===== src/rtl/tcq_pkg.sv =====
// Package with the shared widths, request codes and cell command type of the timed command queue.
package tcq_pkg;

	localparam int TimeW       = 32;
	localparam int HandleW     = 8;
	localparam int DefaultDepth = 16;
	localparam int DefaultHandleBits = 8;

	localparam logic REQ_INSERT = 1'b0;
	localparam logic REQ_TICK   = 1'b1;

	typedef logic [TimeW-1:0] time_t;

	typedef struct packed {
		logic  insert;
		logic  pop;
		time_t due;
	} tcq_cmd_t;

endpackage


===== src/rtl/tcq_req_if.sv =====
// Request channel interface of the timed command queue.
interface tcq_req_if
	import tcq_pkg::*;
();
	logic               valid;
	logic               ready;
	logic               req_type;
	logic [TimeW-1:0]   due_time;
	logic [HandleW-1:0] command_handle;

	modport source (output valid, req_type, due_time, command_handle, input ready);
	modport sink (input valid, req_type, due_time, command_handle, output ready);
endinterface


===== src/rtl/tcq_rsp_if.sv =====
// Result channel interface of the timed command queue.
interface tcq_rsp_if
	import tcq_pkg::*;
();
	logic               valid;
	logic               ready;
	logic               released;
	logic [HandleW-1:0] released_handle;
	logic               insert_refused;
	logic [TimeW-1:0]   now_seconds;
	logic               last_result;

	modport source (output valid, released, released_handle, insert_refused, now_seconds,
		last_result, input ready);
	modport sink (input valid, released, released_handle, insert_refused, now_seconds,
		last_result, output ready);
endinterface


===== src/rtl/tcq_cell.sv =====
// One slot of the sorted queue: holds a due time and a handle and trades them with its neighbors.
module tcq_cell
	import tcq_pkg::*;
#(
	parameter int HANDLE_BITS = DefaultHandleBits
) (
	input  logic                   clk,
	input  tcq_cmd_t               cmd,
	input  logic [HANDLE_BITS-1:0] new_handle,
	input  logic                   occupied,
	input  logic                   prev_keep,
	input  time_t                  prev_time,
	input  logic [HANDLE_BITS-1:0] prev_handle,
	input  time_t                  next_time,
	input  logic [HANDLE_BITS-1:0] next_handle,
	output time_t                  etime,
	output logic [HANDLE_BITS-1:0] handle,
	output logic                   keep
);

	time_t                  etime_q;
	logic [HANDLE_BITS-1:0] handle_q;

	// An occupied slot due no later than the new entry stays; the kept slots form a prefix.
	assign keep   = occupied && (etime_q <= cmd.due);
	assign etime  = etime_q;
	assign handle = handle_q;

	always_ff @(posedge clk) begin
		if (cmd.insert && !keep) begin
			if (prev_keep) begin
				etime_q  <= cmd.due;
				handle_q <= new_handle;
			end else begin
				etime_q  <= prev_time;
				handle_q <= prev_handle;
			end
		end else if (cmd.pop) begin
			etime_q  <= next_time;
			handle_q <= next_handle;
		end
	end

endmodule


===== src/rtl/timed_command_queue.sv =====
// Top level of the timed command queue: a sorted row of slots with its control and result register.
//
// Requests arrive on req: an insert carries a due second and a command handle, a tick
// advances time. Results leave on rsp, each with its valid/ready handshake.
// An insert gives one result, registered in the cycle after acceptance; it is refused and flagged
// when all QUEUE_DEPTH slots are full. A tick copies the next-second counter into the current
// second and increments the counter; its first result is produced once the block has entered
// the release state and the result register has loaded, and after that one slot leaves the head
// per cycle while rsp.ready stays high. A tick that finds nothing due gives one empty result. The
// last result of a request is marked by last_result. A new request is taken only once all
// results of the previous one have been produced and the result register is free. Writing
// cfg_wdata with cfg_we loads the next-second counter; the user must do this only while the
// block is idle, and the block itself does not enforce it. Reset clears the slot count, both
// second counters and the result valid flag; the slot contents need no reset. When the
// receiver holds rsp.ready low, the pending result holds and the queue waits without losing
// or repeating anything.
module timed_command_queue
	import tcq_pkg::*;
#(
	parameter int QUEUE_DEPTH = DefaultDepth,
	parameter int HANDLE_BITS = DefaultHandleBits
) (
	input  logic        clk,
	input  logic        arst_n,
	tcq_req_if.sink     req,
	tcq_rsp_if.source   rsp,
	input  logic        cfg_we,
	input  time_t       cfg_wdata
);

	localparam int CntW = $clog2(QUEUE_DEPTH + 1);
	localparam logic ST_IDLE = 1'b0;
	localparam logic ST_REL  = 1'b1;

	logic                   state_q;
	logic [CntW-1:0]        count_q;
	time_t                  cur_q;
	time_t                  next_q;

	logic                   out_valid_q;
	logic                   released_q;
	logic [HandleW-1:0]     handle_out_q;
	logic                   refused_q;
	time_t                  now_q;
	logic                   last_q;

	tcq_cmd_t               cmd;
	logic [HANDLE_BITS-1:0] new_handle;
	logic [HandleW-1:0]     head_handle_out;
	time_t                  cell_time [QUEUE_DEPTH];
	logic [HANDLE_BITS-1:0] cell_handle [QUEUE_DEPTH];
	logic [QUEUE_DEPTH-1:0] cell_keep;
	logic [QUEUE_DEPTH-1:0] occ;

	logic out_free;
	logic accept;
	logic full;
	logic head_due;
	logic second_due;

	assign out_free   = !out_valid_q || rsp.ready;
	assign req.ready  = (state_q == ST_IDLE) && out_free;
	assign accept     = req.valid && req.ready;
	assign full       = (count_q == CntW'(QUEUE_DEPTH));
	assign head_due   = occ[0] && (cell_time[0] <= cur_q);
	assign second_due = occ[1] && (cell_time[1] <= cur_q);

	assign cmd.insert = accept && (req.req_type == REQ_INSERT) && !full;
	assign cmd.pop    = (state_q == ST_REL) && out_free && head_due;
	assign cmd.due    = req.due_time;

	generate
		if (HANDLE_BITS <= HandleW) begin : g_hin_narrow
			assign new_handle = req.command_handle[HANDLE_BITS-1:0];
		end else begin : g_hin_wide
			assign new_handle = {{(HANDLE_BITS-HandleW){1'b0}}, req.command_handle};
		end
		if (HANDLE_BITS >= HandleW) begin : g_hout_narrow
			assign head_handle_out = cell_handle[0][HandleW-1:0];
		end else begin : g_hout_wide
			assign head_handle_out = {{(HandleW-HANDLE_BITS){1'b0}}, cell_handle[0]};
		end
	endgenerate

	genvar gi;
	generate
		for (gi = 0; gi < QUEUE_DEPTH; gi++) begin : g_cell
			assign occ[gi] = (CntW'(gi) < count_q);
			if (gi == 0) begin : g_first
				tcq_cell #(.HANDLE_BITS(HANDLE_BITS)) u_cell (
					.clk         (clk),
					.cmd         (cmd),
					.new_handle  (new_handle),
					.occupied    (occ[gi]),
					.prev_keep   (1'b1),
					.prev_time   (cmd.due),
					.prev_handle (new_handle),
					.next_time   (cell_time[gi+1]),
					.next_handle (cell_handle[gi+1]),
					.etime       (cell_time[gi]),
					.handle      (cell_handle[gi]),
					.keep        (cell_keep[gi])
				);
			end else if (gi == QUEUE_DEPTH - 1) begin : g_last
				tcq_cell #(.HANDLE_BITS(HANDLE_BITS)) u_cell (
					.clk         (clk),
					.cmd         (cmd),
					.new_handle  (new_handle),
					.occupied    (occ[gi]),
					.prev_keep   (cell_keep[gi-1]),
					.prev_time   (cell_time[gi-1]),
					.prev_handle (cell_handle[gi-1]),
					.next_time   (cell_time[gi]),
					.next_handle (cell_handle[gi]),
					.etime       (cell_time[gi]),
					.handle      (cell_handle[gi]),
					.keep        (cell_keep[gi])
				);
			end else begin : g_mid
				tcq_cell #(.HANDLE_BITS(HANDLE_BITS)) u_cell (
					.clk         (clk),
					.cmd         (cmd),
					.new_handle  (new_handle),
					.occupied    (occ[gi]),
					.prev_keep   (cell_keep[gi-1]),
					.prev_time   (cell_time[gi-1]),
					.prev_handle (cell_handle[gi-1]),
					.next_time   (cell_time[gi+1]),
					.next_handle (cell_handle[gi+1]),
					.etime       (cell_time[gi]),
					.handle      (cell_handle[gi]),
					.keep        (cell_keep[gi])
				);
			end
		end
	endgenerate

	always_ff @(posedge clk or negedge arst_n) begin
		if (!arst_n) begin
			state_q     <= ST_IDLE;
			count_q     <= '0;
			cur_q       <= '0;
			next_q      <= '0;
			out_valid_q <= 1'b0;
		end else begin
			if (cfg_we) begin
				next_q <= cfg_wdata;
			end
			case (state_q)
				ST_IDLE: begin
					if (accept) begin
						if (req.req_type == REQ_TICK) begin
							cur_q   <= next_q;
							next_q  <= next_q + 1'b1;
							state_q <= ST_REL;
							out_valid_q <= 1'b0;
						end else begin
							out_valid_q <= 1'b1;
							if (!full) begin
								count_q <= count_q + 1'b1;
							end
						end
					end else if (rsp.ready) begin
						out_valid_q <= 1'b0;
					end
				end
				ST_REL: begin
					if (out_free) begin
						out_valid_q <= 1'b1;
						if (head_due) begin
							count_q <= count_q - 1'b1;
							if (!second_due) begin
								state_q <= ST_IDLE;
							end
						end else begin
							state_q <= ST_IDLE;
						end
					end
				end
				default: begin
					state_q <= ST_IDLE;
				end
			endcase
		end
	end

	// Result payload; loaded whenever a new result is produced.
	always_ff @(posedge clk) begin
		if (state_q == ST_IDLE && accept && req.req_type == REQ_INSERT) begin
			released_q   <= 1'b0;
			handle_out_q <= '0;
			refused_q    <= full;
			now_q        <= cur_q;
			last_q       <= 1'b1;
		end else if (state_q == ST_REL && out_free) begin
			released_q   <= head_due;
			handle_out_q <= head_due ? head_handle_out : '0;
			refused_q    <= 1'b0;
			now_q        <= cur_q;
			last_q       <= !(head_due && second_due);
		end
	end

	assign rsp.valid           = out_valid_q;
	assign rsp.released        = released_q;
	assign rsp.released_handle = handle_out_q;
	assign rsp.insert_refused  = refused_q;
	assign rsp.now_seconds     = now_q;
	assign rsp.last_result     = last_q;

endmodule

===== src/flat_wrapper.sv =====
// flat-port wrapper written by rule: the top's interface ports become plain ports
module timed_command_queue_flat import tcq_pkg::*;
#(
	parameter int QUEUE_DEPTH = DefaultDepth,
	parameter int HANDLE_BITS = DefaultHandleBits
)
  (clk, arst_n, cfg_we, cfg_wdata, req_valid, req_req_type, req_due_time, req_command_handle, req_ready, rsp_valid, rsp_released, rsp_released_handle, rsp_insert_refused, rsp_now_seconds, rsp_last_result, rsp_ready);
  tcq_req_if req_i ();
  tcq_rsp_if rsp_i ();
  input  logic clk;
  input  logic arst_n;
  input  logic cfg_we;
  input  time_t cfg_wdata;
  input wire logic [$bits(req_i.valid)-1:0] req_valid;
  input wire logic [$bits(req_i.req_type)-1:0] req_req_type;
  input wire logic [$bits(req_i.due_time)-1:0] req_due_time;
  input wire logic [$bits(req_i.command_handle)-1:0] req_command_handle;
  output wire logic [$bits(req_i.ready)-1:0] req_ready;
  output wire logic [$bits(rsp_i.valid)-1:0] rsp_valid;
  output wire logic [$bits(rsp_i.released)-1:0] rsp_released;
  output wire logic [$bits(rsp_i.released_handle)-1:0] rsp_released_handle;
  output wire logic [$bits(rsp_i.insert_refused)-1:0] rsp_insert_refused;
  output wire logic [$bits(rsp_i.now_seconds)-1:0] rsp_now_seconds;
  output wire logic [$bits(rsp_i.last_result)-1:0] rsp_last_result;
  input wire logic [$bits(rsp_i.ready)-1:0] rsp_ready;
  assign req_i.valid = req_valid;
  assign req_i.req_type = req_req_type;
  assign req_i.due_time = req_due_time;
  assign req_i.command_handle = req_command_handle;
  assign req_ready = req_i.ready;
  assign rsp_valid = rsp_i.valid;
  assign rsp_released = rsp_i.released;
  assign rsp_released_handle = rsp_i.released_handle;
  assign rsp_insert_refused = rsp_i.insert_refused;
  assign rsp_now_seconds = rsp_i.now_seconds;
  assign rsp_last_result = rsp_i.last_result;
  assign rsp_i.ready = rsp_ready;
  timed_command_queue #(.QUEUE_DEPTH(QUEUE_DEPTH), .HANDLE_BITS(HANDLE_BITS)) u_core (.clk(clk), .arst_n(arst_n), .req(req_i), .rsp(rsp_i), .cfg_we(cfg_we), .cfg_wdata(cfg_wdata));
endmodule

===== config.mk =====
export PLATFORM = sky130hd
export DESIGN_NAME = timed_command_queue_flat
export DESIGN_NICKNAME = d
export VERILOG_FILES = /design/src/rtl/tcq_pkg.sv /design/src/rtl/tcq_req_if.sv /design/src/rtl/tcq_rsp_if.sv /design/src/rtl/tcq_cell.sv /design/src/rtl/timed_command_queue.sv /design/src/flat_wrapper.sv
export SDC_FILE = /design/constraint.sdc
export NUM_CORES = 2
export LEC_CHECK = 0
export ABC_AREA = 1
export BUFFER_PORTS_ARGS = -buffer_cell sky130_fd_sc_hd__buf_2
export CORE_MARGIN = 2
export CORE_UTILIZATION = 50
export DETAILED_ROUTE_END_ITERATION = 8
export GPL_ROUTABILITY_DRIVEN = 0
export PLACE_DENSITY = 0.66
export SLEW_MARGIN = 15
export SYNTH_ARGS = -nofsm -noshare
export SYNTH_HDL_FRONTEND = slang
export SYNTH_SLANG_ARGS = --single-unit

===== constraint.sdc =====
create_clock -name clk -period 3.8 [get_ports clk]
set_input_delay 0 -clock clk [delete_from_list [all_inputs] [get_ports clk]]
set_output_delay 0 -clock clk [all_outputs]
set_load 0.02 [all_outputs]

==> metrics.txt <==
number of diodes 0; Synth top cells by count nand2_1, edfxtp_1, nand3_1; Setup crit end kind flip-flop; Routed Antenna Nets 0; initial detailed-routing violation count 5439; vias per inst ~5.8; first-pass GRT wire length 276 mm; Slew headroom 0.262; Setup Total Neg Slack 0 ps; run status finished, final reports clean; area leader, netlist edfxtp_1; Clock Tree Buf Depth 3; sequential area share after synthesis 0.418; layout cells sized above 1 0.0676; initial core utilization 0.505; CTS Sinks 754; All-Layer GR Usage 0.326; Post-synth EDFFs slightly below 700; Skew-Pair Late Insertion Delay between 600 and 700 ps; vias in the first global route around 47000; top cell type's share of synthesized area 0.380; Num CTS Buffers slightly above 90; nets roughly 7800; final setup vio count 0; num ports 123; DRC 0; Syn Area/Cell 7.59 um2; Syn Inst Count around 7000; f_max 290 MHz; clk slew on worst S/H paths 60 ps; Synth Cell Area 0.0531 mm2; CTS tree yes; area of the multi-input gates 0.0287 mm2; die outline height 330 um; Least-Margin Pin Slew ~1100 ps; Final period util 0.909; RSZ-0062 raised after global routing no; leakage 0.0289 uW; area of the core 0.105 mm2; dpl cells 8345; GRT Residual Overflow 0; Avg WL per Cell 21.0 um; count leader, synth nand2_1; Peak supply drop about 0.64 mV; final wirelength 180 mm; max-cap violations 0; Combinational Power Share 0.459; fillers 9820; Reg2Reg Setup Slack 350 ps; # port buffers 122; largest net degree at the start of global routing slightly above 80; Crit Path Category reg2reg; Placed Area 0.0558 mm2; fin area 0.0593 mm2; Syn Nets about 7700; clock skew 29.5 ps; minimum clock period around 3500 ps; Async S/R FF share, synth 0.0942; DRT Pass-1 Iters 6; CTS Root Cell clkbuf_16; Die X approximately 330 um; final hold vios 0; Reg area between 0.02 and 0.025 mm2; Layout Cells excl Fill 8562; H-tree lvl count 3; Reg power frac 0.352; Post-synth top flop edfxtp_1; post-DP HPWL 133 mm; HP Class in2reg; row count 119; Setup Buffers After CTS 0; register bit total from synthesis 754; antenna violations before repair 1; final core occ 0.563; synth warn 0; Die ar. 0.109 mm2; top cells by area, synth edfxtp_1, nand2_1, ha_1, nand3_1, dfrtp_1; sw frac 0.450; Switch Pwr about 21000 uW; Clk pwr share 0.190; Worst setup SP type flip-flop; Cell Int Power 25900 uW; Arr. time, crit path between 4000 and 5000 ps; Layout area overhead 11.6%; fin. max-slew vios 0; number of distinct library cells after synthesis 44; pwr dens between 700 and 800 mW/mm2; Crit path required time 4360 ps; vias 49700; Max FO, Critical Path 5
-- registers in the layout, indices dropped and copies added (netlist names) --
| signal | flops |
|---|---|
| u_core.g_cell.g_last.u_cell.handle | 8 |
| u_core.rsp.last_result | 1 |
| u_core.count_q | 5 |
| u_core.rsp.released_handle | 8 |
| u_core.rsp.now_seconds | 32 |
| u_core.g_cell.g_first.u_cell.etime | 32 |
| u_core.g_cell.g_last.u_cell.etime | 32 |
| u_core.rsp.released | 1 |
| u_core.g_cell.g_mid.u_cell.handle | 112 |
| u_core.g_cell.g_first.u_cell.handle | 8 |
| u_core.next_q | 32 |
| u_core.rsp.valid | 1 |
| u_core.g_cell.g_mid.u_cell.etime | 448 |
| u_core.cur_q | 32 |
| u_core.rsp.insert_refused | 1 |
| u_core.state_q | 1 |
-- cell usage in the layout (no fill, tap or decap), drive strengths merged --
master and count:
nor3 37, nand3 626, o32ai 1, o21ai 199
ha 581, bufinv 5, xor2 10, dlygate4sd3 51
nor3b 6, o221ai 2, nand3b 10, buf 313
clkinv 31, a31oi 9, mux2i 5, nand4 66
o22ai 8, clkinvlp 1, inv 229, dfxtp 10
a21boi 2, o31ai 2, a21o 1, clkbuf 131
nand2 3516, o21bai 28, a221oi 3, a32o 1
a21oi 304, a311oi 1, o211ai 7, nor4 15
a211oi 1, nor2 177, xnor2 2, dfrtp 71
o21a 36, edfxtp 673
-- worst paths after layout --
path                                             start                                   to  cells past startpoint
hold / removal                                  cfg_we          u_core.next_q[19]$_DFF_PN0_                      4
hold reg to reg            u_core.cur_q[8]$_DFFE_PN0P_  u_core.rsp.now_seconds[8]$_DFFE_PP_                      0
setup / recovery            u_core.next_q[2]$_DFF_PN0_          u_core.next_q[31]$_DFF_PN0_                     13
setup reg to reg            u_core.next_q[2]$_DFF_PN0_          u_core.next_q[31]$_DFF_PN0_                     13
max in group asynchronous                       arst_n          u_core.cur_q[4]$_DFFE_PN0P_                      4
min in group asynchronous                       arst_n          u_core.next_q[28]$_DFF_PN0_                      4
-- logic make-up (layout without fill, tap and decap cells) --
kind of cell             after synthesis  after routing  share of synthesized area
AND/OR/NAND/NOR                     4453           4453                      0.336
flip-flops                           754            754                      0.418
AO/OA/AOI/OAI                        605            605                     0.0618
buffers and inverters                592            761                     0.0452
adder cells (fa/ha/maj)              581            581                      0.137
XOR/XNOR                              12             12                    0.00198
multiplexers                           5              5                   0.000942
-- timing repair --
action / in CTS / in global routing
hold buffers: 52 / 0
hold endpoints to repair: 132 / 0
setup endpoints to repair: 0 / 1
resized for setup: 0 / 1
-- worst max-delay path, stage by stage (launching register included) --
cell	delay, ps
dfrtp_1	410
nand3_1	120
nor2_1	280
nand3_1	210
nor4_2	230
nand2_1	100
xor2_1	150
nand2_1	60
nand2_1	40
dlygate4sd3_1	550
nand2_1	60
dlygate4sd3_1	540
nand2_1	50
dlygate4sd3_1	550
-- final cells by class --
class                      instances  area share
tap                             1391      0.0293
clock buffer                     131      0.0455
timing repair buffer             364      0.0478
multi-input combinational       5656       0.484
clock inverter                    34     0.00502
inverter                         232      0.0147
sequential                       754       0.374
-- stage by stage --
stage / worst slack (ps) / hold slack [ps] / power (uW)
after floorplan: 402 / -296 / 30400
after global placement: 226 / -17.3 / 37200
after detailed placement: 221 / -17.3 / 37700
after CTS: 198 / 2.09 / 46700
after global routing: 85.7 / 48.1 / 50400
final: 346 / 23.5 / 47100
-- metal layers --
metal,GRT usage,vias up,wire (um)
li1,-,23600,-
met1,0.450,23200,75100
met2,0.512,2472,79200
met3,0.0564,405,18400
met4,0.127,0,6980
met5,0,-,0
-- power groups by stage --
| stage | sequential (uW) | combinational, uW | clock [uW] |
|---|---|---|---|
| 6_report | 16600 | 21600 | 8930 |
| 5_1_grt | 16700 | 24400 | 9320 |
| 4_1_cts | 16400 | 21400 | 8990 |
| 3_5_place_dp | 16500 | 21200 | 0 |
| 3_3_place_gp | 16500 | 20700 | 0 |
| 2_1_floorplan | 15600 | 14800 | 0 |
Power figures use the tool's default switching activity.
